File: config.mk
export PLATFORM = sky130hd
export DESIGN_NAME = cmbf_outq
export DESIGN_NICKNAME = d
export VERILOG_FILES = /design/src/rtl/core/cmbf_pkg.sv /design/src/rtl/core/cmbf_outq.sv
export SDC_FILE = /design/constraint.sdc
export NUM_CORES = 1
export LEC_CHECK = 0
export ABC_AREA = 1
export BUFFER_PORTS_ARGS = -buffer_cell sky130_fd_sc_hd__buf_4
export CAP_MARGIN = 5
export CORE_MARGIN = 2
export CORE_UTILIZATION = 59
export CTS_CLUSTER_DIAMETER = 40
export CTS_CLUSTER_SIZE = 28
export DETAILED_ROUTE_END_ITERATION = 12
export PLACE_DENSITY = 0.84
export SKIP_CTS_REPAIR_TIMING = 1
export SYNTH_ARGS = -nofsm -noshare
export SYNTH_HDL_FRONTEND = slang
export SYNTH_SLANG_ARGS = --single-unit
File: constraint.sdc
create_clock -name clock -period 2.7 [get_ports clock]
set_clock_uncertainty 0.15 [all_clocks]
set_input_delay 0 -clock clock [delete_from_list [all_inputs] [get_ports clock]]
set_output_delay 0 -clock clock [all_outputs]
set_load 0.02 [all_outputs]
File: src/rtl/core/cmbf_pkg.sv
// Shared types and constants for the multichannel comb filter.
`timescale 1ns / 1ps

package cmbf_pkg;

   // Sample format: signed Q1.15
   localparam int SAMPLE_W = 16;
   localparam int CHAN_W   = 3;
   localparam int FRAC_W   = SAMPLE_W - 1;
   localparam int PROD_W   = 2 * SAMPLE_W;
   localparam int Q_W      = PROD_W + 1 - FRAC_W;
   localparam int SUM_W    = Q_W + 1;

   localparam logic signed [SAMPLE_W-1:0] SAMPLE_MAX = {1'b0, {(SAMPLE_W-1){1'b1}}};
   localparam logic signed [SAMPLE_W-1:0] SAMPLE_MIN = {1'b1, {(SAMPLE_W-1){1'b0}}};

   // Configuration register widths
   localparam int GAIN_W  = 16;
   localparam int DLEN_W  = 11;
   localparam int NCH_W   = 4;
   localparam int CSR_W   = 16;
   localparam int CSR_IDX_W = 2;

   // Output queue
   localparam int OUTQ_DEPTH = 8;
   localparam int OUTQ_PTR_W = $clog2(OUTQ_DEPTH);
   localparam int OUTQ_CNT_W = OUTQ_PTR_W + 1;

   typedef enum logic {
      MODE_FIR = 1'b0,
      MODE_IIR = 1'b1
   } mode_type;

   typedef enum logic [CSR_IDX_W-1:0] {
      CSR_MODE         = 2'd0,
      CSR_GAIN         = 2'd1,
      CSR_DELAY_LEN    = 2'd2,
      CSR_NUM_CHANNELS = 2'd3
   } csr_idx_type;

   typedef struct packed {
      mode_type                   mode;
      logic signed [GAIN_W-1:0]   gain;
      logic        [DLEN_W-1:0]   delay_len;
      logic        [NCH_W-1:0]    num_channels;
   } cfg_type;

   typedef struct packed {
      logic signed [SAMPLE_W-1:0] sample_in;
      logic        [CHAN_W-1:0]   channel;
      logic                       last_in;
   } req_type;

   typedef struct packed {
      logic signed [SAMPLE_W-1:0] sample_out;
      logic                       last_out;
      logic                       channel_error;
   } rsp_type;

   // Beat state handed from the address stage to the multiply-add stage
   typedef struct packed {
      logic                       valid;
      logic                       err;
      logic                       live;   // delayed entry was written since reset
      logic                       last;
      logic signed [SAMPLE_W-1:0] sample;
   } stage_type;

endpackage

File: src/rtl/core/cmbf_outq.sv
// Output queue holding finished result beats until the receiver takes them.
`timescale 1ns / 1ps

module cmbf_outq import cmbf_pkg::*; (
   input  logic                  clock,
   input  logic                  reset,
   input  logic                  push,
   input  rsp_type               push_data,
   input  logic                  rsp_stall,
   output logic                  rsp_valid,
   output rsp_type               rsp_payload,
   output logic [OUTQ_CNT_W-1:0] count
);

   rsp_type                 mem_ff [OUTQ_DEPTH];
   logic [OUTQ_PTR_W-1:0]   wr_ptr_ff, rd_ptr_ff;
   logic [OUTQ_CNT_W-1:0]   count_ff, count_in;
   logic                    pop;

   assign rsp_valid   = (count_ff != '0);
   assign rsp_payload = mem_ff[rd_ptr_ff];
   assign pop         = rsp_valid && !rsp_stall;

   always_comb begin
      unique case ({push, pop})
         2'b10:   count_in = count_ff + 1'b1;
         2'b01:   count_in = count_ff - 1'b1;
         default: count_in = count_ff;
      endcase
   end

   always_ff @(posedge clock) begin
      if (push) begin
         mem_ff[wr_ptr_ff] <= push_data;
      end
   end

   always_ff @(posedge clock) begin
      if (reset) begin
         wr_ptr_ff <= '0;
         rd_ptr_ff <= '0;
         count_ff  <= '0;
      end else begin
         if (push) begin
            wr_ptr_ff <= wr_ptr_ff + 1'b1;
         end
         if (pop) begin
            rd_ptr_ff <= rd_ptr_ff + 1'b1;
         end
         count_ff <= count_in;
      end
   end

   assign count = count_ff;

endmodule

==> out/results.tsv <==
stage	metric	value	unit
outcome	status	complete, no violations	
power_and_ir_drop	PD cells	964.1	mW/mm^2
timing	setup TNS	0	ps
global_routing	vias in the first global route	4120	
finish	synthesis-to-layout area growth	20.95	%
job	Max-Cap Viols	0	
routing	DRC	0	
worst_setup_path	CP required	2550	ps
finish	fin util	73.47	%
routing	met2 WL	6.600	mm
floorplanning	FP Rows	37	
floorplanning	core area	0.01032	sq mm
yosys	top cell type's share of synthesized area	68.95	%
clock_network	CTS Root Cell	clkbuf_8	
finish	Final #Nets	597	
worst_setup_path	Worst R2R Start	count[0]$_SDFFE_PP0P_	
yosys	Seq cells post-synth	157	
timing	final count of pins violating max slew	0	
yosys	Seq/Total Area, Yosys	73.10	%
worst_setup_path	WP data arrival	2320	ps
global_routing	largest net degree at the start of global routing	73	
finish	layout cells sized above 1	15.78	%
yosys	ranking of synthesized cells by area	edfxtp_1 69%, nor2_1 5.0%, nand2_1 4.2%	
placement	PortBufs	44	
timing	headroom to the max-slew limit	51.59	%
routing	drt wl/cell	18.64	microns
yosys	post-synth top area cell	edfxtp_1	
yosys	Synth Cell Area	0.006271	sq mm
yosys	Synth Instances	494	
floorplanning	Die W	107.1	microns
routing	via count	4177	
floorplanning	initial core utilization	60.74	%
routing	wire length on met1	5.354	mm
placement	GP Congestion	0.7796	
routing	final WL	13.40	mm
min_path	hold path start	push_data[17]	
global_routing	first-pass GRT wire length	20.70	mm
yosys	Synth Area per Inst	12.69	sq um
clock_network	H-Tree Depth	4	
clock_network	CTS tree	yes	
global_routing	total congestion overflow	0	
min_path	worst hold path class	in2reg	
clock_network	clock slew at reported path FFs	60	ps
floorplanning	full die area	0.01147	sq mm
clock_network	clk buf depth	2	
worst_setup_path	WS Path Type	reg2out	
power_and_ir_drop	Leakage	2.786	nW
timing	endpoints failing setup	0	
clock_network	clk_lat worst skew	520	ps
yosys	Yosys cell types	22	
power_and_ir_drop	VDD IR max	0.8523	mV
global_routing	initial antenna violation count	0	
worst_setup_path	crit path max fanout	19	
global_routing	Tot GR Track Use	24.70	%
timing	Tcrit/Tclk final	91.40	%
yosys	Synth warnings	0	
placement	detailed placement HPWL	7.078	mm
clock_network	clk sink count	157	
worst_setup_path	Startpoint Class	flop	
timing	Hold Fails Final Rpt	0	
worst_setup_path	Crit. End Element	primary output	
routing	TritonRoute pass-1 iters	5	
floorplanning	Die Ht	107.1	microns
floorplanning	IO Count	45	
timing	post-layout minimum cycle time	2468	ps
yosys	Post-Syn Nets	521	
routing	Iter 0 DRT Violations	437	
routing	Final ANT Viol Nets	0	
finish	Antenna Cells	0	
routing	WL met3	1.010	mm
timing	Worst Tran Pin Value	721.6	ps
timing	RSZ-0062 raised after global routing	false	
routing	top routing layer in use	met4	
routing	Vias/cell	5.809	
clock_network	CTS buffer count	17	
timing	fmax	0.4052	GHz
==> cells in the mapped netlist (all sizes together) <==
cell    instances
edfxtp        144
nor2           84
o21ai          80
nand2          71
buf            24
mux2i          18
o22ai          18
inv            17
dfxtp          13
a21oi          11
ha              5
nand3           3
xnor2           2
clkinv          1
nand4           1
or2             1
xor2            1
==> area by class of cell <==
cell class,count,area [sq um]
clock buffers,19,421.7
multi-input cells,295,1453
fillers,594,2739
repair buffers,81,663.1
well taps,136,170.2
flip-flops and latches,157,4587
clock inverters,13,220.2
inverters,18,70.07
==> metrics by stage <==
step / hold WS [ps] / total power [mW] / cell area [sq um] / setup WS (ps) / cells
3_3_place_gp: 63.61 / 4.628 / 6723 / 687.0 / 665
5_1_grt: 93.67 / 7.628 / 7585 / 125.0 / 719
2_1_floorplan: -80.93 / 4.187 / 6271 / 515.6 / 494
4_1_cts: -490.0 / 7.287 / 7365 / 218.0 / 697
3_5_place_dp: 69.15 / 4.714 / 6723 / 444.8 / 665
6_report: 91.32 / 7.312 / 7585 / 232.2 / 719
==> metal layers <==
| metal | GRT usage, % | up-vias |
|---|---|---|
| met5 | 0 | - |
| li1 | - | 1915 |
| met2 | 38.20 | 212 |
| met3 | 7.781 | 43 |
| met1 | 30.67 | 2007 |
| met4 | 14.56 | 0 |
==> worst max-delay path: stages, from the launching register on <==
cell      delay (ps)
dfxtp_1          310
buf_4            270
clkinv_1         640
nand2_1          290
nand2_1          100
buf_4            170
==> sequential cells by signal, summed over array words and instances, names as in the netlist, named ones only <==
name / count
mem_ff: 144
count: 4
rd_ptr_ff: 3
wr_ptr_ff: 3
==> power by group <==
part	internal [mW]	total (mW)	switching, mW
clock network	1.68	2.57	0.891
logic	0.698	1.89	1.19
registers	2.76	2.85	0.0894
==> cell usage in the layout (no fill, tap or decap), drive strengths merged, types with 17 or more instances in the layout <==
master / synthesis / layout
o21ai: 80 / 80
clkbuf: 0 / 19
nand2: 71 / 71
inv: 17 / 17
o22ai: 18 / 18
nor2: 84 / 84
dlygate4sd3: 0 / 22
edfxtp: 144 / 144
mux2i: 18 / 18
buf: 24 / 59
==> cells by family after synthesis <==
kind of cell,share of synthesized area [%]
fa+ha+maj,0.9976
compound gates,9.058
flops,73.10
simple gates,9.816
xor+xnor,0.4191
buf+inv,3.731
mux,2.873
==> worst paths after layout <==
check | endpoint | slack (ps) | depth (start not counted)
max | rsp_payload[12] | 230 | 5
min | mem_ff[7][17]$_DFFE_PP_ | 90 | 2
max reg2reg | count[2]$_SDFFE_PP0P_ | 380 | 13
min reg2reg | rd_ptr_ff[0]$_SDFFE_PP0N_ | 340 | 1
(Power assumes the default switching activity.)
