==> config.mk <==
export PLATFORM = sky130hd
export DESIGN_NAME = cmbf_mac
export DESIGN_NICKNAME = d
export VERILOG_FILES = /design/src/rtl/core/cmbf_pkg.sv /design/src/rtl/core/cmbf_mac.sv
export SDC_FILE = /design/constraint.sdc
export NUM_CORES = 1
export LEC_CHECK = 0
export BUFFER_PORTS_ARGS = -buffer_cell sky130_fd_sc_hd__buf_2
export CORE_MARGIN = 2
export CORE_UTILIZATION = 50
export CTS_CLUSTER_DIAMETER = 100
export DETAILED_ROUTE_END_ITERATION = 8
export HOLD_SLACK_MARGIN = 0.12
export PLACE_DENSITY = 0.7
export SLEW_MARGIN = 25
export SYNTH_ARGS = -nofsm -noshare
export SYNTH_HDL_FRONTEND = slang
export SYNTH_SLANG_ARGS = --single-unit
==> constraint.sdc <==
create_clock -name clock -period 16.1 [get_ports clock]
set_input_delay 0.805 -clock clock [delete_from_list [all_inputs] [get_ports clock]]
set_output_delay 0.805 -clock clock [all_outputs]
set_load 0.05 [all_outputs]
==> src/rtl/core/cmbf_pkg.sv <==
// Shared types and constants for the multichannel comb filter.
`timescale 1ns / 1ps

package cmbf_pkg;

   // Sample format: signed Q1.15
   localparam int SAMPLE_W = 16;
   localparam int CHAN_W   = 3;
   localparam int FRAC_W   = SAMPLE_W - 1;
   localparam int PROD_W   = 2 * SAMPLE_W;
   localparam int Q_W      = PROD_W + 1 - FRAC_W;
   localparam int SUM_W    = Q_W + 1;

   localparam logic signed [SAMPLE_W-1:0] SAMPLE_MAX = {1'b0, {(SAMPLE_W-1){1'b1}}};
   localparam logic signed [SAMPLE_W-1:0] SAMPLE_MIN = {1'b1, {(SAMPLE_W-1){1'b0}}};

   // Configuration register widths
   localparam int GAIN_W  = 16;
   localparam int DLEN_W  = 11;
   localparam int NCH_W   = 4;
   localparam int CSR_W   = 16;
   localparam int CSR_IDX_W = 2;

   // Output queue
   localparam int OUTQ_DEPTH = 8;
   localparam int OUTQ_PTR_W = $clog2(OUTQ_DEPTH);
   localparam int OUTQ_CNT_W = OUTQ_PTR_W + 1;

   typedef enum logic {
      MODE_FIR = 1'b0,
      MODE_IIR = 1'b1
   } mode_type;

   typedef enum logic [CSR_IDX_W-1:0] {
      CSR_MODE         = 2'd0,
      CSR_GAIN         = 2'd1,
      CSR_DELAY_LEN    = 2'd2,
      CSR_NUM_CHANNELS = 2'd3
   } csr_idx_type;

   typedef struct packed {
      mode_type                   mode;
      logic signed [GAIN_W-1:0]   gain;
      logic        [DLEN_W-1:0]   delay_len;
      logic        [NCH_W-1:0]    num_channels;
   } cfg_type;

   typedef struct packed {
      logic signed [SAMPLE_W-1:0] sample_in;
      logic        [CHAN_W-1:0]   channel;
      logic                       last_in;
   } req_type;

   typedef struct packed {
      logic signed [SAMPLE_W-1:0] sample_out;
      logic                       last_out;
      logic                       channel_error;
   } rsp_type;

   // Beat state handed from the address stage to the multiply-add stage
   typedef struct packed {
      logic                       valid;
      logic                       err;
      logic                       live;   // delayed entry was written since reset
      logic                       last;
      logic signed [SAMPLE_W-1:0] sample;
   } stage_type;

endpackage

==> src/rtl/core/cmbf_mac.sv <==
// Multiply-add stage: delayed sample select, gain product, rounding, saturation, line write.
`timescale 1ns / 1ps

module cmbf_mac import cmbf_pkg::*; #(
   parameter int AW = 13
) (
   input  logic          clock,
   input  logic          reset,
   input  cfg_type       cfg,
   input  stage_type     s2,
   input  logic [AW-1:0] s2_raddr,
   input  logic [AW-1:0] s2_waddr,
   input  logic [SAMPLE_W-1:0] dly_rd_data,
   output logic          dly_wr_en,
   output logic [AW-1:0] dly_wr_addr,
   output logic [SAMPLE_W-1:0] dly_wr_data,
   output logic          res_valid,
   output rsp_type       res
);

   localparam logic [PROD_W:0] ROUND_BIAS = (PROD_W + 1)'(1) << (FRAC_W - 1);

   // last line write, for a read issued at the same edge
   logic                       lw_valid_ff;
   logic [AW-1:0]              lw_addr_ff;
   logic [SAMPLE_W-1:0]        lw_data_ff;

   logic                       res_valid_ff;
   rsp_type                    res_ff, res_in;

   logic signed [SAMPLE_W-1:0] d_sel, y;
   logic signed [PROD_W-1:0]   prod_full;
   logic        [PROD_W:0]     rnd;
   logic        [Q_W-1:0]      q;
   logic        [SUM_W-1:0]    sum;
   logic                       fwd_hit;

   // delayed sample: forwarded, stored, or never written
   always_comb begin
      fwd_hit = lw_valid_ff && (lw_addr_ff == s2_raddr);
      priority if (fwd_hit) begin
         d_sel = lw_data_ff;
      end else if (s2.live) begin
         d_sel = dly_rd_data;
      end else begin
         d_sel = '0;
      end
   end

   // y = sat(x + floor((gain * d + half) / 2^15))
   always_comb begin
      prod_full = cfg.gain * d_sel;
      rnd       = {prod_full[PROD_W-1], prod_full} + ROUND_BIAS;
      q         = rnd[PROD_W:FRAC_W];
      sum       = {{(SUM_W - SAMPLE_W){s2.sample[SAMPLE_W-1]}}, s2.sample}
                + {q[Q_W-1], q};
      if (sum[SUM_W-1:SAMPLE_W-1] == {(SUM_W - SAMPLE_W + 1){sum[SUM_W-1]}}) begin
         y = sum[SAMPLE_W-1:0];
      end else if (sum[SUM_W-1]) begin
         y = SAMPLE_MIN;
      end else begin
         y = SAMPLE_MAX;
      end
   end

   // line write and result beat
   always_comb begin
      dly_wr_en   = s2.valid && !s2.err;
      dly_wr_addr = s2_waddr;
      dly_wr_data = (cfg.mode == MODE_IIR) ? y : s2.sample;

      res_in.last_out      = s2.last;
      res_in.channel_error = s2.err;
      res_in.sample_out    = s2.err ? s2.sample : y;
   end

   always_ff @(posedge clock) begin
      if (reset) begin
         lw_valid_ff  <= 1'b0;
         res_valid_ff <= 1'b0;
      end else begin
         lw_valid_ff  <= dly_wr_en;
         lw_addr_ff   <= dly_wr_addr;
         lw_data_ff   <= dly_wr_data;
         res_valid_ff <= s2.valid;
         res_ff       <= res_in;
      end
   end

   assign res_valid = res_valid_ff;
   assign res       = res_ff;

   // a forwarded entry was written, so the fill state must call it live
   a_fwd_live: assert property (@(posedge clock) disable iff (reset)
      (s2.valid && !s2.err && fwd_hit) |-> s2.live)
      else $error("forwarded delay entry marked as never written");

endmodule

==> metrics.txt, run 1 <==
CTS tree=built; Slew @ Worst Pin=0.987 ns; DRC viols=0; minimum clock period=11.47 ns; area of the die=0.0272 mm²; FP Rows=58; worst hold path depth=1; reg2reg path depth=35; crit end category=primary output; CP most frequent cell=fa_1; Post-Route WL=30100 µm; vias in the first global route=10.1k; initial antenna violation count=0; largest net degree at the start of global routing=48; hold_ws=0.681 ns; Post-synth EDFFs=47; Slowest cell on crit path=fa_1; final setup violation count=0; clock transition at the registers of the reported paths=0.07 ns; # hold bufs at CTS=0; DR WL/cell=16.6 µm; synthesis-to-finish area growth=8.01%; Final Hold Violating Endpoints=0; drt pass-1 iters=4; ant diodes=0; reg-to-reg critical path endpoint=lw_data_ff[11]; worst r2r src=lw_addr_ff[1]; Hold EP=res[1]; Cells after Synth=1392; first-pass GRT wire length=50600 µm; unrepaired setup endpoints after global routing=no; Max-slew headroom=34.2%; chip width=165 µm; CTS sink count=49; post-cts repair resize count=0; min-delay src=s2[16]; syn_area_per_cell=9.31 µm²; startpoint type of the worst setup path=input port; final core occ=55.2%; Die H=165 µm; Max Fanout on Critical Path=34; Nets=1945; CTS H-tree depth=2; Design Area, Final=0.0140 mm²; CTS Buf Count=5; Starting Density=51.1%; Synth async-reset ratio=0%; core area=0.0253 mm²; YS warnings=0; Cell Area, Placed=0.0138 mm²; Synth Net Count=1852; Max Buffers Root-to-Sink=2; Via Count=9470; FF-to-FF setup slack=5.96 ns; Critical Path Source=s2_raddr[12]; maxcap violations=0; status=finished, final reports clean; First DRT Iteration DRCs=421; Final period util=71.2%; overall routing resource usage=23.9%; fmax=87.2 MHz; io pins=145; CTS root buffer=clkbuf_16; vias per cell=5.21; Placer Congestion=0.869; post-detail-place hpwl=24200 µm; Crit path required time=15.29 ns; antenna viol nets, final=0; Final Slew Violations=0; slowest cell delay on critical path=0.60 ns; Fin Setup TNS=0 ns; Netlist cell types=55; CP arrival=10.66 ns; ys flop type=edfxtp_1; port bufs=129; setup bufs post-CTS=0; critical path class=input port to primary output; Hold WC Path Type=input port to flip-flop; grt ovf=0; layout cell share with drive strength beyond 1=12.2%; Seq/Total Area, Yosys=11.2%; clk_lat worst skew=0.30 ns; Yosys reg bits=49; Synth Cell Area=0.0130 mm²; Fin Clk Skew=0.00585 ns
[worst max-delay path, delay by kind of cell]
kind,cells,cell delay (ns)
xor+xnor,3,0.52
compound gates,10,2.68
mux,1,0.29
simple gates,9,1.65
fa+ha+maj,8,3.68
buf+inv,6,0.98
[worst max-delay path by stage]
stage	end	slack, ns	cells past startpoint
after floorplan	dly_wr_data[11]	5.23	38
after global placement	dly_wr_data[11]	4.78	39
after detailed placement	dly_wr_data[11]	4.65	37
after CTS	dly_wr_data[11]	4.62	37
after global routing	dly_wr_data[11]	3.98	37
final	dly_wr_data[11]	4.63	37
[state kept, by name (all words and copies together), names as in the netlist]
signal	flops
res	18
lw_data_ff	16
lw_addr_ff	13
lw_valid_ff	1
res_valid	1
[area by class of cell]
cell class              instances  area (µm²)
clock buffers                   6         129
clock inverters                 2        35.0
fillers                      2259       11300
inverters                     309        1160
multi-input cells             977       10100
flip-flops and latches         49        1450
well taps                     330         413
repair buffers                143         751
[metal layers]
layer	global-route usage [%]	wire length [µm]	part of all wire [%]
met5	0	0	0
met4	5.81	671	2.2
met3	2.01	1120	3.7
met2	43.8	16000	53
met1	30.5	12300	41
[cells by family (layout without fill, tap and decap cells)]
kind of cell / Yosys count / in the layout / synth area share (%)
buffers and inverters: 366 / 460 / 11.4
XOR/XNOR: 53 / 53 / 3.58
adder cells (fa/ha/maj): 364 / 364 / 50.7
flip-flops: 49 / 49 / 11.2
AO/OA/AOI/OAI: 141 / 141 / 6.90
multiplexers: 4 / 4 / 0.348
AND/OR/NAND/NOR: 415 / 415 / 15.9
[synth_stat cells (4+ instances only)]
| library cell | number | area [µm²] |
|---|---|---|
| nand2_1 | 171 | 642 |
| ha_1 | 96 | 1200 |
| fa_1 | 268 | 5370 |
| buf_2 | 9 | 45.0 |
| nor2b_1 | 99 | 619 |
| nor2_1 | 51 | 191 |
| o31ai_1 | 4 | 30.0 |
| a31oi_1 | 5 | 31.3 |
| and2_1 | 34 | 213 |
| o21a_1 | 4 | 30.0 |
| nand4_1 | 8 | 50.1 |
| buf_4 | 13 | 97.6 |
| edfxtp_1 | 47 | 1410 |
| inv_1 | 309 | 1160 |
| nor3_1 | 10 | 50.1 |
| a21oi_1 | 67 | 335 |
| nand2b_1 | 20 | 125 |
| a21o_1 | 12 | 90.1 |
| clkbuf_1 | 30 | 113 |
| or2_2 | 4 | 25.0 |
| nand3_1 | 8 | 40.0 |
| xnor2_1 | 41 | 359 |
| o21ai_0 | 20 | 100 |
| xor2_1 | 12 | 105 |
| o21ai_1 | 6 | 30.0 |
[metrics by stage]
stage	worst slack [ns]	std cells
after global placement	4.78	1808
after floorplan	5.23	1392
after CTS	4.62	1816
after detailed placement	4.65	1808
after global routing	3.98	1816
final	4.63	1816
[cells in the final DEF, fill, tap and decap left out, types with 2 or more instances in the layout]
cell type    n
a21o_1      12
a21oi_1     65
a21oi_2      4
a31oi_1      5
and2_1      34
and2_2       2
buf_2      129
buf_4       14
clkbuf_16    5
dfxtp_1      2
edfxtp_1    47
fa_1       268
ha_1        96
inv_1      308
mux2i_1      3
nand2_1    171
nand2b_1    20
nand3_1      8
nand4_1      8
nor2_1      51
nor2b_1     99
nor3_1      10
nor3b_1      2
o211ai_1     3
o211ai_2     2
o21a_1       4
o21ai_0     17
o21ai_1      4
o21ai_2      6
o21bai_1     3
o31ai_1      4
or2_2        4
xnor2_1     41
xor2_1      12
Power of run 1 is left out: the tool's default activity adds up to more than one toggle a clock period on the data nets, which glitch-free logic cannot reach.
==> run 2: changes to the inputs <==
==> constraint.sdc (replaced) <==
create_clock -name clock -period 11.9 [get_ports clock]
set_input_delay 0.595 -clock clock [delete_from_list [all_inputs] [get_ports clock]]
set_output_delay 0.595 -clock clock [all_outputs]
set_load 0.05 [all_outputs]
==> metrics.txt, run 2 (synthesis results as in run 1) <==
status=finished, final reports clean (unchanged); initial antenna violation count=1 (was 0); Max Fanout on Critical Path=25 (was 34); grt ovf=0 (unchanged); largest net degree at the start of global routing=48 (unchanged); min-delay src=s2_waddr[6] (was s2[16]); most frequent cells in the layout=inv_1, fa_1, nand2_1 (unchanged); DR WL/cell=16.6 µm (about the same); CTS Buf Count=5 (unchanged); FP Rows=58 (unchanged); critical path class=input port to primary output (unchanged); # hold bufs at CTS=0 (unchanged); slowest cell delay on critical path=0.55 ns (was 0.60 ns); Hold EP=lw_addr_ff[6] (was res[1]); final setup violation count=0 (unchanged); minimum clock period=10.99 ns; crit end category=primary output (unchanged); maxcap violations=0 (unchanged); Final period util=92.4%; CP most frequent cell=fa_1 (unchanged); CTS sink count=49 (unchanged); CTS root buffer=clkbuf_16 (unchanged); worst hold path depth=1 (unchanged); clock transition at the registers of the reported paths=0.07 ns (about the same); startpoint type of the worst setup path=input port (unchanged); Largest register FFs=18 (unchanged); FF-to-FF setup slack=1.85 ns (was 5.96 ns); post-detail-place hpwl=24700 µm (was 24200 µm); CTS tree=built (unchanged); CP arrival=10.40 ns (was 10.66 ns); Die H=165 µm (unchanged); Max Buffers Root-to-Sink=2 (unchanged); reg-to-reg critical path endpoint=lw_data_ff[11] (unchanged); drt pass-1 iters=5 (was 4); worst r2r src=lw_addr_ff[2] (was lw_addr_ff[1]); First DRT Iteration DRCs=487 (was 421); first-pass GRT wire length=50200 µm (was 50600 µm); Nets=1953 (was 1945); antenna viol nets, final=0 (unchanged); overall routing resource usage=23.8% (was 23.9%); fillers=2290 (was 2259); Hold WC Path Type=input port to flip-flop (unchanged); vias in the first global route=10.2k (was 10.1k); Max-slew headroom=33.5% (was 34.2%); synthesis-to-finish area growth=8.31% (was 8.01%); Starting Density=51.1% (unchanged); reg2reg path depth=38 (was 35); io pins=145 (unchanged); chip width=165 µm (unchanged); clk_lat worst skew=0.29 ns (was 0.30 ns); ant diodes=0 (unchanged); layout cell share with drive strength beyond 1=12.4% (was 12.2%); Crit path required time=11.31 ns (was 15.29 ns); DRC viols=0 (unchanged); Slew @ Worst Pin=0.991 ns (was 0.987 ns); area of the die=0.0272 mm² (unchanged); Post-Route WL=30200 µm (was 30100 µm); Final Slew Violations=0 (unchanged); fmax=91.0 MHz; Slowest cell on crit path=fa_1 (unchanged); CTS H-tree depth=2 (unchanged); vias per cell=5.19 (was 5.21); unrepaired setup endpoints after global routing=no (unchanged); Fin Clk Skew=0.00644 ns (was 0.00585 ns); Final Hold Violating Endpoints=0 (unchanged); Fin Setup TNS=0 ns (unchanged); port bufs=129 (unchanged); Via Count=9463 (was 9470); commonest non-fill, non-tap cell in the layout=inv_1 (unchanged); Placer Congestion=0.864 (was 0.869); core area=0.0253 mm² (unchanged)
==> run 2: how the worst max path moves through the flow <==
stage	from	to	cells after the start
after CTS	lw_addr_ff[12]	dly_wr_data[11]	38
after detailed placement	s2_raddr[12]	dly_wr_data[11]	39
final	s2_raddr[2]	dly_wr_data[11]	40
after floorplan	s2_raddr[11]	dly_wr_data[11]	38
after global routing	s2_raddr[2]	dly_wr_data[11]	40
after global placement	s2_raddr[1]	dly_wr_data[11]	39
==> run 2: worst max-delay path, delay by kind of cell <==
| family | cells | cell delay (ns) |
|---|---|---|
| adder cells (fa/ha/maj) | 8 | 3.55 |
| multiplexers | 1 | 0.30 |
| buffers and inverters | 9 | 1.10 |
| AO/OA/AOI/OAI | 10 | 2.83 |
| XOR/XNOR | 3 | 0.51 |
| AND/OR/NAND/NOR | 9 | 1.49 |
==> run 2: through the flow <==
step	instance area (µm²)	std cells	utilization (%)	setup WS, ns	hold slack [ns]
final	14000	1824	55.4	0.909	0.484
after global placement	13800	1811	54.6	0.729	0.772
after floorplan	13000	1392	-	1.45	0.674
after detailed placement	13800	1811	54.7	0.560	0.785
after global routing	14000	1824	55.4	0.302	0.485
after CTS	14000	1819	55.2	0.511	0.478
==> run 2: timing repair <==
| item | 4_1_cts | 5_1_grt |
|---|---|---|
| setup endpoints to repair | 0 | 3 |
| setup buffers | 0 | 5 |
| gates resized for setup | 0 | 0 |
==> run 2: layout make-up <==
class | count | area, µm² | area share [%]
sequential | 49 | 1450 | 10.3
timing repair buffer | 151 | 823 | 5.87
clock inverter | 2 | 15.0 | 0.107
inverter | 309 | 1160 | 8.28
clock buffer | 6 | 129 | 0.919
tap | 330 | 413 | 2.94
multi-input combinational | 977 | 10000 | 71.5
==> run 2: layer usage <==
layer	GRT usage, %	up-vias	part of all wire [%]
met5	0	-	0
met4	6.48	0	2.7
met3	1.93	62	2.5
met2	44.3	156	54
met1	29.6	4854	41
li1	-	4391	-
Power of run 2 is left out for the same reason.
==> run 3: changes to the inputs <==
--- a/config.mk
+++ b/config.mk
@@ -12,6 +12,7 @@
 export DETAILED_ROUTE_END_ITERATION = 8
 export HOLD_SLACK_MARGIN = 0.12
 export PLACE_DENSITY = 0.7
+export REMOVE_ABC_BUFFERS = 1
 export SLEW_MARGIN = 25
 export SYNTH_ARGS = -nofsm -noshare
 export SYNTH_HDL_FRONTEND = slang
==> metrics.txt, run 3 (synthesis results as in run 1) <==
CP most frequent cell=fa_1 (unchanged); Crit path max-delay family=adder cells (unchanged); Final Hold Violating Endpoints=0 (unchanged); min-delay src=s2[16] (was s2_waddr[6]); Largest register FFs=18 (unchanged); synthesis-to-finish area growth=8.24% (was 8.31%); Hold WC Path Type=input port to flip-flop (unchanged); minimum clock period=11.08 ns (was 10.99 ns); startpoint type of the worst setup path=input port (unchanged); Crit path required time=11.31 ns (about the same); initial antenna violation count=3 (was 1); CTS tree=built (unchanged); most frequent cells in the layout=inv_1, fa_1, nand2_1 (unchanged); Hold EP=res[1] (was lw_addr_ff[6]); First DRT Iteration DRCs=462 (was 487); first-pass GRT wire length=51300 µm (was 50200 µm); slowest cell delay on critical path=0.57 ns (was 0.55 ns); fmax=90.2 MHz (was 91.0 MHz); overall routing resource usage=24.5% (was 23.8%); largest net degree at the start of global routing=48 (unchanged); CTS sink count=49 (unchanged); Final Slew Violations=0 (unchanged); area of the die=0.0272 mm² (unchanged); crit end category=primary output (unchanged); Via Count=9540 (was 9463); Max Buffers Root-to-Sink=2 (unchanged); reg2reg path depth=35 (was 38); Fin Setup TNS=0 ns (unchanged); DR WL/cell=17.0 µm (was 16.6 µm); Final period util=93.1% (was 92.4%); commonest non-fill, non-tap cell in the layout=inv_1 (unchanged); io pins=145 (unchanged); Slowest cell on crit path=nor4_4 (was fa_1); DRC viols=0 (unchanged); Max Fanout on Critical Path=16 (was 25); core area=0.0253 mm² (unchanged); layout cell share with drive strength beyond 1=12.3% (was 12.4%); Fin Clk Skew=0.00971 ns (was 0.00644 ns); drt pass-1 iters=5 (unchanged); clk_lat worst skew=0.30 ns (was 0.29 ns); post-detail-place hpwl=25200 µm (was 24700 µm); critical path class=input port to primary output (unchanged); reg-to-reg critical path endpoint=lw_data_ff[10] (was lw_data_ff[11]); CTS H-tree depth=2 (unchanged); Nets=1949 (was 1953); grt ovf=0 (unchanged); FP Rows=58 (unchanged); Max-slew headroom=32.3% (was 33.5%); status=finished, final reports clean (unchanged); clock transition at the registers of the reported paths=0.06 ns (was 0.07 ns); ant diodes=0 (unchanged); CTS root buffer=clkbuf_16 (unchanged); vias per cell=5.24 (was 5.19); Slew @ Worst Pin=1.02 ns (was 0.991 ns); vias in the first global route=9956 (was 10.2k); Placer Congestion=0.888 (was 0.864); final setup violation count=0 (unchanged); WP buf/inv=7 (was 9); worst r2r src=lw_addr_ff[0] (was lw_addr_ff[2]); CP arrival=10.49 ns (was 10.40 ns); Die H=165 µm (unchanged); FF-to-FF setup slack=1.73 ns (was 1.85 ns); maxcap violations=0 (unchanged); worst hold path depth=1 (unchanged); unrepaired setup endpoints after global routing=no (unchanged); antenna viol nets, final=0 (unchanged); port bufs=129 (unchanged); Post-Route WL=31000 µm (was 30200 µm); # hold bufs at CTS=0 (unchanged); Starting Density=51.1% (unchanged); CTS Buf Count=5 (unchanged); chip width=165 µm (unchanged)
==> run 3: what timing repair did <==
action | CTS | global route
setup buffers | 0 | 0
setup endpoints to repair | 0 | 6
resized for setup | 0 | 2
==> run 3: cell type report <==
class	count	area, µm²
clock buffer	6	129
clock inverter	2	38.8
fill	2298	11300
inverter	309	1160
multi-input combinational	977	10000
sequential	49	1450
tap	330	413
timing repair buffer	147	781
==> run 3: worst max-delay path by stage <==
stage	slack, ns	startpoint	endpoint	cells past startpoint
floorplan	1.09	s2_raddr[11]	dly_wr_data[10]	34
global placement	0.73	s2_raddr[11]	dly_wr_data[10]	36
detailed placement	0.72	s2_raddr[11]	dly_wr_data[10]	37
CTS	0.68	s2_raddr[0]	dly_wr_data[10]	37
global route	0.03	lw_addr_ff[2]	dly_wr_data[10]	37
finish	0.82	s2_raddr[0]	dly_wr_data[10]	37
==> run 3: routing by layer <==
| layer | global-route usage (%) | vias to the layer above | routed length [µm] |
|---|---|---|---|
| met1 | 32.3 | 4791 | 12600 |
| li1 | - | 4383 | - |
| met5 | 0 | - | 0 |
| met3 | 3.34 | 58 | 2030 |
| met4 | 6.52 | 0 | 898 |
| met2 | 42.6 | 308 | 15400 |
==> run 3: stage by stage <==
stage / cells / hold slack (ns) / worst slack [ns] / area (µm²) / util, %
2_1_floorplan: 1335 / 0.667 / 1.09 / 12600 / -
3_3_place_gp: 1812 / 0.775 / 0.726 / 13800 / 54.7
3_5_place_dp: 1812 / 0.773 / 0.725 / 13800 / 54.7
4_1_cts: 1820 / 0.474 / 0.684 / 14000 / 55.3
5_1_grt: 1820 / 0.473 / 0.0269 / 14000 / 55.4
6_report: 1820 / 0.480 / 0.818 / 14000 / 55.4
==> run 3: worst register-to-register path, delay by kind of cell, from the launching register on <==
| family | cells | cell delay [ns] |
|---|---|---|
| flip-flops | 1 | 0.38 |
| AO/OA/AOI/OAI | 10 | 2.28 |
| adder cells (fa/ha/maj) | 8 | 3.53 |
| XOR/XNOR | 2 | 0.27 |
| AND/OR/NAND/NOR | 10 | 2.58 |
| buffers and inverters | 5 | 0.84 |
Power of run 3 is left out for the same reason.
