===== config.mk =====
export PLATFORM = sky130hd
export DESIGN_NAME = cmbf_addr
export DESIGN_NICKNAME = d
export VERILOG_FILES = /design/src/rtl/core/cmbf_pkg.sv /design/src/rtl/core/cmbf_ram.sv /design/src/rtl/core/cmbf_addr.sv
export SDC_FILE = /design/constraint.sdc
export NUM_CORES = 1
export LEC_CHECK = 0
export BUFFER_PORTS_ARGS = -buffer_cell sky130_fd_sc_hd__buf_2
export CAP_MARGIN = 0
export CELL_PAD_IN_SITES_DETAIL_PLACEMENT = 1
export CELL_PAD_IN_SITES_GLOBAL_PLACEMENT = 1
export CORE_MARGIN = 1
export CORE_UTILIZATION = 48
export CTS_CLUSTER_SIZE = 25
export DETAILED_ROUTE_END_ITERATION = 10
export PLACE_DENSITY = 0.92
export SYNTH_ARGS = -nofsm -noshare
export SYNTH_HDL_FRONTEND = slang
export SYNTH_HIERARCHICAL = 1
export SYNTH_SLANG_ARGS = --single-unit

===== constraint.sdc =====
create_clock -name clock -period 4.7 [get_ports clock]
set_input_delay 0.94 -clock clock [delete_from_list [all_inputs] [get_ports clock]]
set_output_delay 0.94 -clock clock [all_outputs]
set_load 0.03 [all_outputs]

===== src/rtl/core/cmbf_pkg.sv =====
// Shared types and constants for the multichannel comb filter.
`timescale 1ns / 1ps

package cmbf_pkg;

   // Sample format: signed Q1.15
   localparam int SAMPLE_W = 16;
   localparam int CHAN_W   = 3;
   localparam int FRAC_W   = SAMPLE_W - 1;
   localparam int PROD_W   = 2 * SAMPLE_W;
   localparam int Q_W      = PROD_W + 1 - FRAC_W;
   localparam int SUM_W    = Q_W + 1;

   localparam logic signed [SAMPLE_W-1:0] SAMPLE_MAX = {1'b0, {(SAMPLE_W-1){1'b1}}};
   localparam logic signed [SAMPLE_W-1:0] SAMPLE_MIN = {1'b1, {(SAMPLE_W-1){1'b0}}};

   // Configuration register widths
   localparam int GAIN_W  = 16;
   localparam int DLEN_W  = 11;
   localparam int NCH_W   = 4;
   localparam int CSR_W   = 16;
   localparam int CSR_IDX_W = 2;

   // Output queue
   localparam int OUTQ_DEPTH = 8;
   localparam int OUTQ_PTR_W = $clog2(OUTQ_DEPTH);
   localparam int OUTQ_CNT_W = OUTQ_PTR_W + 1;

   typedef enum logic {
      MODE_FIR = 1'b0,
      MODE_IIR = 1'b1
   } mode_type;

   typedef enum logic [CSR_IDX_W-1:0] {
      CSR_MODE         = 2'd0,
      CSR_GAIN         = 2'd1,
      CSR_DELAY_LEN    = 2'd2,
      CSR_NUM_CHANNELS = 2'd3
   } csr_idx_type;

   typedef struct packed {
      mode_type                   mode;
      logic signed [GAIN_W-1:0]   gain;
      logic        [DLEN_W-1:0]   delay_len;
      logic        [NCH_W-1:0]    num_channels;
   } cfg_type;

   typedef struct packed {
      logic signed [SAMPLE_W-1:0] sample_in;
      logic        [CHAN_W-1:0]   channel;
      logic                       last_in;
   } req_type;

   typedef struct packed {
      logic signed [SAMPLE_W-1:0] sample_out;
      logic                       last_out;
      logic                       channel_error;
   } rsp_type;

   // Beat state handed from the address stage to the multiply-add stage
   typedef struct packed {
      logic                       valid;
      logic                       err;
      logic                       live;   // delayed entry was written since reset
      logic                       last;
      logic signed [SAMPLE_W-1:0] sample;
   } stage_type;

endpackage


===== src/rtl/core/cmbf_ram.sv =====
// Generic single-write, single-read RAM with registered read data.
`timescale 1ns / 1ps

module cmbf_ram #(
   parameter int WIDTH = 16,
   parameter int DEPTH = 1024,
   localparam int ADDR_W = (DEPTH > 1) ? $clog2(DEPTH) : 1
) (
   input  logic              clock,
   input  logic              wr_en,
   input  logic [ADDR_W-1:0] wr_addr,
   input  logic [WIDTH-1:0]  wr_data,
   input  logic [ADDR_W-1:0] rd_addr,
   output logic [WIDTH-1:0]  rd_data
);

   logic [WIDTH-1:0] mem_ff [DEPTH];
   logic [WIDTH-1:0] rd_data_ff;

   // read returns the old contents on a same-address write
   always_ff @(posedge clock) begin
      if (wr_en) begin
         mem_ff[wr_addr] <= wr_data;
      end
      rd_data_ff <= mem_ff[rd_addr];
   end

   assign rd_data = rd_data_ff;

endmodule


===== src/rtl/core/cmbf_addr.sv =====
// Pointer stage: per-channel write pointer update, channel check, delay line addresses.
`timescale 1ns / 1ps

module cmbf_addr import cmbf_pkg::*; #(
   parameter int MAX_CHANNELS = 8,
   parameter int MAX_DELAY    = 1024,
   localparam int CH_W  = (MAX_CHANNELS > 1) ? $clog2(MAX_CHANNELS) : 1,
   localparam int PTR_W = $clog2(MAX_DELAY),
   localparam int AW    = $clog2(MAX_CHANNELS * MAX_DELAY)
) (
   input  logic         clock,
   input  logic         reset,
   input  cfg_type      cfg,
   input  logic         accept,
   input  req_type      req,
   output logic         s1_busy,
   output logic [AW-1:0] dly_rd_addr,
   output stage_type    s2,
   output logic [AW-1:0] s2_raddr,
   output logic [AW-1:0] s2_waddr
);

   localparam int CMP_W = (PTR_W + 1 > DLEN_W) ? PTR_W + 1 : DLEN_W;
   localparam logic [CMP_W-1:0] MAXD   = CMP_W'(MAX_DELAY);
   localparam logic [PTR_W:0]   MAXD_P = (PTR_W + 1)'(MAX_DELAY);
   localparam logic [PTR_W-1:0] LAST_SLOT = PTR_W'(MAX_DELAY - 1);
   localparam logic [6:0]       MAXC   = 7'(MAX_CHANNELS);

   // stage 1 registers
   logic               s1_valid_ff;
   req_type            s1_req_ff;
   logic               s1_pvalid_ff;
   logic [MAX_CHANNELS-1:0] pvalid_ff;

   // last pointer write, for back-to-back beats on one channel
   logic               pw_valid_ff;
   logic [CH_W-1:0]    pw_ch_ff;
   logic [PTR_W:0]     pw_ptr_ff;

   stage_type          s2_ff, s2_in;
   logic [AW-1:0]      s2_raddr_ff, s2_waddr_ff;

   logic [CH_W-1:0]    rd_ch, s1_ch;
   logic [PTR_W:0]     ptr_rdata, ptr_cur, ptr_next;
   logic [PTR_W-1:0]   wp, wp_next, rp;
   logic               wrapped, at_last;
   logic [PTR_W:0]     wp_ext, dl, rp_full;
   logic [CMP_W-1:0]   dlen_ext;
   logic [6:0]         active;
   logic               err, ptr_we;
   logic [AW-1:0]      base, raddr, waddr;

   assign rd_ch = CH_W'(req.channel);
   assign s1_ch = CH_W'(s1_req_ff.channel);

   cmbf_ram #(
      .WIDTH (PTR_W + 1),
      .DEPTH (MAX_CHANNELS)
   ) u_ptr_ram (
      .clock   (clock),
      .wr_en   (ptr_we),
      .wr_addr (s1_ch),
      .wr_data (ptr_next),
      .rd_addr (rd_ch),
      .rd_data (ptr_rdata)
   );

   // channel check against the active count
   always_comb begin
      active = ({3'b0, cfg.num_channels} > MAXC) ? MAXC : {3'b0, cfg.num_channels};
      err    = ({4'b0, s1_req_ff.channel} >= active);
   end

   // effective delay: zero acts as one, clamp to line length
   always_comb begin
      dlen_ext = CMP_W'(cfg.delay_len);
      if (dlen_ext == '0) begin
         dl = (PTR_W + 1)'(1);
      end else if (dlen_ext > MAXD) begin
         dl = MAXD_P;
      end else begin
         dl = (PTR_W + 1)'(dlen_ext);
      end
   end

   // pointer select: forwarded write, stored value, or reset value
   always_comb begin
      priority if (pw_valid_ff && (pw_ch_ff == s1_ch)) begin
         ptr_cur = pw_ptr_ff;
      end else if (s1_pvalid_ff) begin
         ptr_cur = ptr_rdata;
      end else begin
         ptr_cur = '0;
      end
      wrapped = ptr_cur[PTR_W];
      wp      = ptr_cur[PTR_W-1:0];
   end

   // read position and addresses
   always_comb begin
      wp_ext = {1'b0, wp};
      if (wp_ext >= dl) begin
         rp_full = wp_ext - dl;
      end else begin
         rp_full = wp_ext + MAXD_P - dl;
      end
      rp    = rp_full[PTR_W-1:0];
      base  = AW'(s1_ch) * AW'(MAX_DELAY);
      raddr = base + AW'(rp);
      waddr = base + AW'(wp);
   end

   // pointer advance
   always_comb begin
      at_last  = (wp == LAST_SLOT);
      wp_next  = at_last ? '0 : wp + 1'b1;
      ptr_next = {wrapped | at_last, wp_next};
      ptr_we   = s1_valid_ff && !err;
   end

   always_comb begin
      s2_in.valid  = s1_valid_ff;
      s2_in.err    = err;
      s2_in.live   = wrapped || (wp_ext >= dl);
      s2_in.last   = s1_req_ff.last_in;
      s2_in.sample = s1_req_ff.sample_in;
   end

   always_ff @(posedge clock) begin
      if (reset) begin
         s1_valid_ff <= 1'b0;
         pvalid_ff   <= '0;
         pw_valid_ff <= 1'b0;
         s2_ff.valid <= 1'b0;
      end else begin
         s1_valid_ff  <= accept;
         s1_req_ff    <= req;
         s1_pvalid_ff <= pvalid_ff[rd_ch];
         if (ptr_we) begin
            pvalid_ff[s1_ch] <= 1'b1;
         end
         pw_valid_ff <= ptr_we;
         pw_ch_ff    <= s1_ch;
         pw_ptr_ff   <= ptr_next;
         s2_ff       <= s2_in;
         s2_raddr_ff <= raddr;
         s2_waddr_ff <= waddr;
      end
   end

   assign s1_busy     = s1_valid_ff;
   assign dly_rd_addr = raddr;
   assign s2          = s2_ff;
   assign s2_raddr    = s2_raddr_ff;
   assign s2_waddr    = s2_waddr_ff;

   // every accepted beat shows up in the pointer stage next cycle
   a_accept_to_s1: assert property (@(posedge clock) disable iff (reset)
      accept |=> s1_valid_ff)
      else $error("accepted beat did not reach pointer stage");

   // pointer state only changes for channels that exist
   a_ptr_we_range: assert property (@(posedge clock) disable iff (reset)
      ptr_we |-> (32'(s1_req_ff.channel) < MAX_CHANNELS))
      else $error("pointer write for nonexistent channel");

endmodule


==> results.md, run 1 <==
* Final wirelength at between 15 and 20 mm
* Worst path cell trace: xnor2_2 > and4_2 > o21ai_2 > ha_1 > o21a_1 > o21a_1 > or4b_1 > o311ai_1 > buf_2
* Layout cell share with drive strength beyond 1 at ~30%
* Starting Density at around half
* RSZ-0062 raised after global routing: false
* First-pass GRT wire length at ~30 mm
* Pre-CTS WS at -0.05554 ns
* Fin Setup TNS at 0 ns
* Wire length per cell at between 20 and 25 um
* Crit path largest cell delay at roughly 0.52 ns
* Fillers at between 1,000 and 1,500
* Worst-Margin Slew at roughly 1.1 ns
* Dominant synthesized flop cell: edfxtp_1
* Pleak at 3.383 nW
* Minimum clock period at between 4 and 5 ns
* Crit path DAT at ~3.6 ns
* Drt pass-1 iters at 4
* Max H-tree Level at 4
* PD cells at roughly 420 nW/um^2
* Critical path capture point type: output pin
* Final setup vio count at 0
* Most frequent cell after synthesis: edfxtp_1
* IO Pins at between 100 and 150
* Core Area at roughly 15,000 sq um
* Final net count at about 650
* Vias/cell at 5.743
* Clock Latency Late Sink at 0.45 ns
* HP Class: flop to flop
* Syn Area/Cell at ~17 sq um
* Maximum clock rate at ~0.22 GHz
* Peak supply drop at approximately 0.00026 V
* Layout Skew at 0.01402 ns
* Ranking of synthesized cells by area: edfxtp_1, mux4_1, dfxtp_1
* Post-route ant nets at 0
* Crit path max-delay family: simple AND/OR/NAND/NOR gates
* Buf/Inv on CP at 1
* Clk slew on worst S/H paths at approximately 0.070 ns
* DR iter-0 viols at approximately 350
* Synthesis-to-layout area growth at 18.03%
* Status: completed
* Root Driver: clkbuf_16
* Share of the synthesized area in the top cell type at between 60% and 70%
* Largest net degree at the start of global routing at 53
* Worst-path fanout max at 10
* Ys Warns at 6
* Slowest-stage cell, CP: or4b_1
* Placed cell areas at between 8000 and 9000 sq um
* MaxCap Viol Count at 0
* Fin util at about three fifths
* Total GRT Usage at around 25%
* Unique cell type count in the Yosys netlist at 53
* Die area at roughly 16,000 sq um
* Cell Area, Synth at between 7000 and 8000 sq um
* Initial antenna violation count at 1
* Via count at 4,606
* # hold bufs at CTS at 0
* # rows at 45
* Top cell type by total area after synthesis: edfxtp_1
* CTS tree: done
* Slew HR at around a quarter
* Vias in the first global route at 4,983
* Syn Inst Count at 460
* Post-synth EDFFs at between 150 and 200
* # port buffers at 97
* Final GP Congestion at 0.8564
* Gr ovfl total at 0
* Final hold violation count at 0
* Final WS setup at approximately 0.17 ns
* Critical path required time at 3.76 ns
* Critical Path Most Common Cell: o21a_1
* Commonest cells in the netlist: edfxtp_1, nand2_1, dfxtp_1, mux4_1
* Clock buffer depth at 2
* Horiz. Die Dim at between 100 and 150 um
* Die H at roughly 130 um
* Ys async rst share at 0%
* Clock sinks at 184
* CTS buffer count at 17
* Period utilization at 96.32%
* CP startpoint kind: flop
* Register area share after synthesis at 69.36%
* Final instance area at between 9000 and 10,000 sq um
* DRC viols at 0
* Fin. max-slew vios at 0
* Seq cells post-synth at 184
* Syn nets at between 500 and 600
* Crit path kind: flop to output pin
* Placed wire-length estimate at between 10 and 15 mm
-- cell families after synthesis --
family,count (synthesis),synth area share (%)
AO/OA/AOI/OAI,55,5.088
flip-flops,184,69.36
AND/OR/NAND/NOR,107,7.018
buffers and inverters,35,2.486
multiplexers,46,11.34
adder cells (fa/ha/maj),15,2.552
XOR/XNOR,18,2.159
-- cells in the final DEF, fill, tap and decap left out, drive strengths merged, types with 3 or more instances in the layout --
cell type and instances:
o41ai 3, mux2 13, mux2i 9, inv 20, xnor2 11, o32ai 3
ha 14, clkinv 9, xor2 7, clkbuf 18, and4 4, nand2b 13
mux4 24, nor2 18, edfxtp 162, nor3 5, nand4 6, nand3 11
nor2b 7, buf 115, a21o 4, a21oi 12, nand2 37, o21ai 12
dfxtp 22, o22ai 6
-- worst paths after layout --
kind / start / to / slack [ns] / cells past startpoint
min: s1_req_ff[7] / s2[3] / 0.42 / 0
max reg2reg: pw_ch_ff[2] / u_ptr_ram/mem_ff[2][0] / 1.23 / 8
max: pw_ch_ff[2] / dly_rd_addr[5] / 0.17 / 9
min reg2reg: s1_req_ff[7] / s2[3] / 0.42 / 0
-- cell type report --
type                    instances  area, sq um  share of cell area, %
flip-flops and latches        184         5305                  58.77
multi-input cells             242         2208                  24.46
repair buffers                115        620.6                  6.875
clock buffers                  18        429.2                  4.754
well taps                     211        264.0                  2.924
clock inverters                13        130.1                  1.441
inverters                      18        67.56                 0.7484
diodes                          1        2.502                0.02772
-- flip-flops by register name, indices dropped and copies added, names as in the netlist --
signal	cells
pw_ptr_ff	11
s1_ch	3
s1_req_ff	17
s2_raddr	10
pvalid_ff	8
u_ptr_ram/mem_ff	88
s1_pvalid_ff	1
s2_waddr	10
pw_valid_ff	1
pw_ch_ff	3
u_ptr_ram/rd_data	11
s2	20
s1_busy	1
-- routing by layer --
| metal | wire length, um | share of wire (%) | global-route usage (%) |
|---|---|---|---|
| met1 | 7012 | 35 | 25.97 |
| met2 | 10750 | 54 | 47.09 |
| met3 | 1049 | 5.3 | 6.720 |
| met4 | 972 | 4.9 | 13.70 |
| met5 | 0 | 0 | 0 |
-- stage by stage --
step	hold WS (ns)	power, W	std cells
floorplan	0.4003	0.002248	460
global placement	0.4003	0.002362	768
detailed placement	0.4072	0.002409	768
CTS	0.4209	0.003781	799
global route	0.4249	0.003880	801
finish	0.4214	0.003777	802
-- worst reg2reg max path: cells and delay by family (launching register included) --
family	cells	cell delay, ns
AO/OA/AOI/OAI	3	1.20
AND/OR/NAND/NOR	3	0.87
flip-flops	1	0.45
XOR/XNOR	1	0.33
adder cells (fa/ha/maj)	1	0.28
-- what timing repair did --
| action | in CTS | in global routing |
|---|---|---|
| buffers inserted | 0 | 1 |
| resized for setup | 4 | 6 |
| pin swaps | 0 | 1 |
| endpoints found under the setup margin | 5 | 5 |
| cloned | 0 | 1 |
-- where the power goes --
group / leakage [nW] / internal (W) / total, W / switching [W]
Sequential: 1.72 / 0.00188 / 0.00192 / 0.0000401
Combinational: 1.39 / 0.000153 / 0.000482 / 0.000329
Clock: 0.274 / 0.000776 / 0.00138 / 0.000604
Total: 3.38 / 0.00280 / 0.00378 / 0.000972
No activity file was read; power rests on OpenSTA's default activity.
==> inputs of run 2 (changes only) <==
--- a/config.mk
+++ b/config.mk
@@ -11,6 +11,7 @@
 export CELL_PAD_IN_SITES_GLOBAL_PLACEMENT = 1
 export CORE_MARGIN = 1
 export CORE_UTILIZATION = 48
+export CTS_BUF_LIST = sky130_fd_sc_hd__clkbuf_16
 export CTS_CLUSTER_SIZE = 25
 export DETAILED_ROUTE_END_ITERATION = 10
 export PLACE_DENSITY = 0.92
==> constraint.sdc (replaced) <==
create_clock -name clock -period 4.7 [get_ports clock]
set_input_delay 0.94 -clock clock [delete_from_list [all_inputs] [get_ports clock]]
set_output_delay 0.94 -clock clock [all_outputs]
set_load 0.02 [all_outputs]
==> results.md, run 2 (synthesis results as in run 1) <==
* Synthesis-to-layout area growth at 18.88%
* Worst path cell trace: xnor2_2 > and4_4 > nand2_1 > o21ai_2 > ha_1 > nor2b_1 > o21a_1 > o21a_1 > or4b_1 > o311ai_1 > buf_2
* Pleak at 3.407 nW (+0.70%)
* DRC viols at 0 (unchanged)
* Root Driver: clkbuf_16
* Worst-case reg-to-reg path depth at 10 (+2)
* Crit path max-delay family: simple AND/OR/NAND/NOR gates
* Via count at 4,762 (+3.4%)
* First-pass GRT wire length at 30.19 mm (+3.0%)
* Status: completed
* # hold bufs at CTS at 0 (unchanged)
* Layout Skew at 0.01123 ns (-0.002795 ns)
* Max reg flops at 88 (unchanged)
* Slowest-stage cell, CP: edfxtp_1
* Final setup vio count at 0 (unchanged)
* Wire length per cell at 25.05 um (+1.6%)
* CP Launch Point: pw_ch_ff[2]
* Total GRT Usage at 26.06% (+0.63 points)
* Buf/Inv on CP at 1 (unchanged)
* Most common cell after layout, fill and taps aside: edfxtp_1
* Total power at 0.003871 W (+2.5%)
* Final net count at 648 (unchanged)
* CTS tree: done
* DR iter-0 viols at 481 (+37%)
* Antenna Cells at 0 (-1)
* Commonest non-fill, non-tap cells in the layout: edfxtp_1, buf_2, nand2_1
* Critical Path Most Common Cell: o21a_1
* IO Pins at 115 (unchanged)
* # rows at 45 (unchanged)
* CP startpoint kind: flop
* Final hold violation count at 0 (unchanged)
* Slew HR at 36.33% (+13 points)
* MaxCap Viol Count at 0 (unchanged)
* HP Class: flop to flop
* Critical path capture point type: output pin
* Max H-tree Level at 4 (unchanged)
* Worst min-delay path startpoint: s1_req_ff[18]
* Crit. path cell count at 11 (+2)
* Period utilization at 97.08% (+0.76 points)
* Clk slew on worst S/H paths at 0.07 ns (about the same)
* Multi-input gate area at 2203 sq um (-0.23%)
* Starting Density at 49.76% (unchanged)
* Worst-Margin Slew at 0.9451 ns (-0.1897 ns)
* Crit path largest cell delay at 0.49 ns (-0.03 ns)
* Clock buffer depth at 2 (unchanged)
* Vias/cell at 5.938 (+3.4%)
* Fillers at 1,438 (-0.90%)
* FF/Latch Area at 5305 sq um (unchanged)
* Horiz. Die Dim at 128.2 um (unchanged)
* Largest register by flop count: u_ptr_ram/mem_ff
* Die H at 128.2 um (unchanged)
* Worst-path fanout max at 11 (+1)
* Maximum clock rate at 0.2192 GHz (-0.78%)
* Die area at 16,440 sq um (unchanged)
* Layout cell share with drive strength beyond 1 at 30.63% (+1.3 points)
* Crit path DAT at 3.62 ns (+0.03 ns)
* Crit path kind: flop to output pin
* Core Area at 15,370 sq um (unchanged)
* Initial antenna violation count at 0 (-1)
* # port buffers at 97 (unchanged)
* Minimum clock period at 4.563 ns (+0.03575 ns)
* CP endpoint: dly_rd_addr[5]
* Critical path required time at 3.76 ns (about the same)
* Clock Latency Late Sink at 0.44 ns (about the same)
* Reg2reg start: pw_ch_ff[2]
* R2r setup slk at 1.04 ns (-0.19 ns)
* Vias in the first global route at 5,058 (+1.5%)
* Fin util at 59.15% (+0.42 points)
* RSZ-0062 raised after global routing: true
* Fin. max-slew vios at 0 (unchanged)
* Post-route ant nets at 0 (unchanged)
* CTS buffer count at 17 (unchanged)
* Largest net degree at the start of global routing at 38 (-28%)
* FF-to-FF End: u_ptr_ram/mem_ff[5][6]
* Gr ovfl total at 0 (unchanged)
* Final GP Congestion at 0.8525 (-0.46%)
* Peak supply drop at 0.0002788 V (+9.1%)
* Clock sinks at 184 (unchanged)
* Final wirelength at 20.09 mm (+1.6%)
* Drt pass-1 iters at 5 (+1)
* Placed wire-length estimate at 12.56 mm (-3.8%)
* PD cells at 425.8 nW/um^2 (+1.8%)
-- run 2: timing repair --
action	in CTS	in global routing
gates resized for setup	5	5
pin swaps	1	1
cloned	1	0
setup endpoints to repair	3	5
buffers inserted	0	1
-- run 2: layout make-up --
type | count | share of cell area [%]
clock inverter | 15 | 2.271
multi-input combinational | 242 | 24.23
tap | 211 | 2.904
timing repair buffer | 115 | 6.825
clock buffer | 17 | 4.679
sequential | 184 | 58.35
inverter | 18 | 0.7431
-- run 2: stage by stage --
stage	worst slack, ns	instances	instance area, sq um	setup TNS (ns)	hold slack [ns]
final	0.1374	802	9092	0	0.4229
after global routing	-0.01097	802	9092	-0.01097	0.4305
after CTS	0.008876	801	9065	0	0.4231
after detailed placement	-0.002423	768	8403	-0.002423	0.4066
after global placement	0.2012	768	8403	0	0.4002
after floorplan	0.4015	460	7649	0	0.4003
-- run 2: power by group --
part | total, W | internal (W) | switching, W | leakage [nW]
logic | 0.000439 | 0.000154 | 0.000285 | 1.38
clock network | 0.00152 | 0.000819 | 0.000697 | 0.302
registers | 0.00192 | 0.00187 | 0.0000428 | 1.72
-- run 2: worst min-delay path by stage --
| stage | endpoint | cells after the start |
|---|---|---|
| after detailed placement | s2[4] | 0 |
| final | s2[14] | 0 |
| after global placement | s2[0] | 0 |
| after CTS | s2[14] | 0 |
| after global routing | s2[9] | 0 |
| after floorplan | s2[0] | 0 |
-- run 2: worst reg2reg max path, delay by kind of cell, from the launching register on --
family,cells,cell delay [ns]
simple gates,5,1.25
flops,1,0.49
xor+xnor,1,0.30
mux,2,0.86
compound gates,1,0.16
fa+ha+maj,1,0.30
-- run 2: per-layer routing --
layer | global-route usage [%] | up-vias | share of wire, %
li1 | - | 2037 | -
met1 | 27.81 | 2403 | 35
met2 | 47.28 | 237 | 54
met3 | 5.634 | 85 | 5.9
met4 | 15.36 | 0 | 5.1
met5 | 0 | - | 0
==> inputs of run 3 (changes only) <==
--- a/config.mk
+++ b/config.mk
@@ -9,12 +9,13 @@
 export CAP_MARGIN = 0
 export CELL_PAD_IN_SITES_DETAIL_PLACEMENT = 1
 export CELL_PAD_IN_SITES_GLOBAL_PLACEMENT = 1
-export CORE_MARGIN = 1
+export CORE_MARGIN = 1.5
 export CORE_UTILIZATION = 48
 export CTS_BUF_LIST = sky130_fd_sc_hd__clkbuf_16
 export CTS_CLUSTER_SIZE = 25
 export DETAILED_ROUTE_END_ITERATION = 10
 export PLACE_DENSITY = 0.92
+export REMOVE_ABC_BUFFERS = 1
 export SYNTH_ARGS = -nofsm -noshare
 export SYNTH_HDL_FRONTEND = slang
 export SYNTH_HIERARCHICAL = 1
==> constraint.sdc (replaced) <==
create_clock -name clock -period 4.7 [get_ports clock]
set_input_delay 0 -clock clock [delete_from_list [all_inputs] [get_ports clock]]
set_output_delay 0 -clock clock [all_outputs]
set_load 0.02 [all_outputs]
==> results.md, run 3 (synthesis results as in run 1) <==
* Gates resized, CTS repair at 0 (-5)
* Wire length per cell at 26.52 um (+5.9%)
* DRC viols at 0 (unchanged)
* Clk slew on worst S/H paths at 0.08 ns (about the same)
* Fin Setup TNS at 0 ns (unchanged)
* Antenna Cells at 0 (unchanged)
* Critical path capture point type: output pin
* Crit path kind: flop to output pin
* Initial antenna violation count at 0 (unchanged)
* Dpl cells at 762 (-0.78%)
* Pre-CTS WS at 0.7654 ns (+0.7678 ns)
* Clock Latency Late Sink at 0.44 ns (about the same)
* Synthesis-to-layout area growth at 19.76%
* Placed wire-length estimate at 12.82 mm (+2.1%)
* Crit path DAT at 4.36 ns (+0.74 ns)
* Die H at 129.2 um (+0.78%)
* Horiz. Die Dim at 129.2 um (+0.78%)
* Non-filler cells, final at 815 (+1.6%)
* Final WS setup at 0.3443 ns (+0.2068 ns)
* Clock buffer depth at 2 (unchanged)
* Post-CTS Setup Bufs at 0 (unchanged)
* Core Area at 15,370 sq um (unchanged)
* Largest register by flop count: u_ptr_ram/mem_ff
* Layout cell share with drive strength beyond 1 at 27.32% (-3.3 points)
* Post-route ant nets at 0 (unchanged)
* Final instance area at 9160 sq um (+0.74%)
* Root Driver: clkbuf_16
* HP Class: input pin to flop
* Critical path required time at 4.70 ns (+0.94 ns)
* Vias/cell at 5.910 (-0.46%)
* Final hold violation count at 0 (unchanged)
* Max reg flops at 88 (unchanged)
* MaxCap Viol Count at 0 (unchanged)
* CP startpoint kind: flop
* Total GRT Usage at 27.36% (+1.3 points)
* Maximum clock rate at 0.2296 GHz (+4.7%)
* Period utilization at 92.68% (-4.4 points)
* Final net count at 661 (+2.0%)
* IO Pins at 115 (unchanged)
* DR iter-0 viols at 410 (-15%)
* Slew HR at 19.17% (-17 points)
* Starting Density at 49.76% (unchanged)
* # port buffers at 97 (unchanged)
* Commonest non-fill, non-tap cells in the layout: edfxtp_1, buf_2, nand2_1
* Minimum clock period at 4.356 ns (-0.2068 ns)
* Fin util at 59.59% (+0.44 points)
* CTS buffer count at 17 (unchanged)
* Placed cell areas at 8358 sq um (-0.54%)
* Gr ovfl total at 0 (unchanged)
* Drt pass-1 iters at 4 (-1)
* # rows at 45 (unchanged)
* Final wirelength at 21.62 mm (+7.6%)
* Largest net degree at the start of global routing at 80 (+110%)
* Worst-path fanout max at 21 (+10)
* PD cells at 416.7 nW/um^2 (-2.1%)
* Worst-Margin Slew at 1.200 ns (+0.2546 ns)
* Most common cell after layout, fill and taps aside: edfxtp_1
* Peak supply drop at 0.0002985 V (+7.1%)
* CTS tree: done
* Fin. max-slew vios at 0 (unchanged)
* Die area at 16,700 sq um (+1.6%)
* Vias in the first global route at 5,206 (+2.9%)
* Final GP Congestion at 0.8490 (-0.41%)
* Max H-tree Level at 4 (unchanged)
* Layout Skew at 0.01517 ns (+0.003944 ns)
* Status: completed
* Pleak at 3.421 nW (+0.42%)
* First-pass GRT wire length at 32.45 mm (+7.5%)
* Clock sinks at 184 (unchanged)
* Final setup vio count at 0 (unchanged)
* RSZ-0062 raised after global routing: false
* Via count at 4,817 (+1.2%)
==> run 3: changes by cell type in the layout (fill, tap and decap cells not counted), sizes merged <==
cell	change
dlygate4sd3	+21
buf	-7
clkinv	+2
inv	-2
and4	-1
bufinv	-1
clkinvlp	+1
==> run 3: what timing repair did <==
item / 4_1_cts / 5_1_grt
hold endpoints to repair: 23 / 0
endpoints found under the setup margin: 0 / 0
hold buffers: 21 / 0
==> run 3: where the power goes <==
part	switching (W)	internal [W]	total, W
logic	0.000284	0.000154	0.000439
registers	0.0000497	0.00187	0.00192
clock network	0.000699	0.000755	0.00145
==> run 3: path summary, 6_finish.rpt <==
| check | from | endpoint | slack [ns] | depth (start not counted) |
|---|---|---|---|---|
| worst min-delay path | req[2] | s1_ch[1] | 0.03 | 1 |
| worst max register to register | s1_ch[0] | u_ptr_ram/mem_ff[7][6] | 0.39 | 9 |
| worst max-delay path | s1_ch[0] | dly_rd_addr[9] | 0.34 | 10 |
| worst min register to register | s1_req_ff[18] | s2[14] | 0.42 | 0 |
==> run 3: layout make-up <==
type | instances | area [sq um]
Fill cell | 1478 | 6211
Sequential cell | 184 | 5305
Multi-Input combinational cell | 241 | 2153
Timing Repair Buffer | 129 | 778.2
Clock buffer | 17 | 425.4
Tap cell | 211 | 264.0
Clock inverter | 15 | 166.4
Inverter | 18 | 67.56
==> run 3: layer usage <==
| layer | global-route usage, % | part of all wire (%) |
|---|---|---|
| met4 | 14.01 | 4.8 |
| met1 | 30.56 | 37 |
| met3 | 4.418 | 4.8 |
| met5 | 0 | 0 |
| met2 | 50.41 | 53 |
==> run 3: critical path: stages, from the launching register on <==
cell      delay [ns]
edfxtp_1        0.70
xnor2_1         0.20
and4_4          0.32
o21ai_0         0.75
ha_1            0.39
nor2b_1         0.15
o21a_1          0.20
o21ai_0         0.41
a211oi_1        0.14
nor3b_1         0.41
buf_2           0.25
==> run 3: stage by stage <==
step | power, W | hold WS, ns
3_5_place_dp | 0.002361 | 0.1784
6_report | 0.003817 | 0.03127
2_1_floorplan | 0.002188 | 0.07161
4_1_cts | 0.003783 | 0.03547
3_3_place_gp | 0.002313 | 0.1787
5_1_grt | 0.003905 | 0.03509
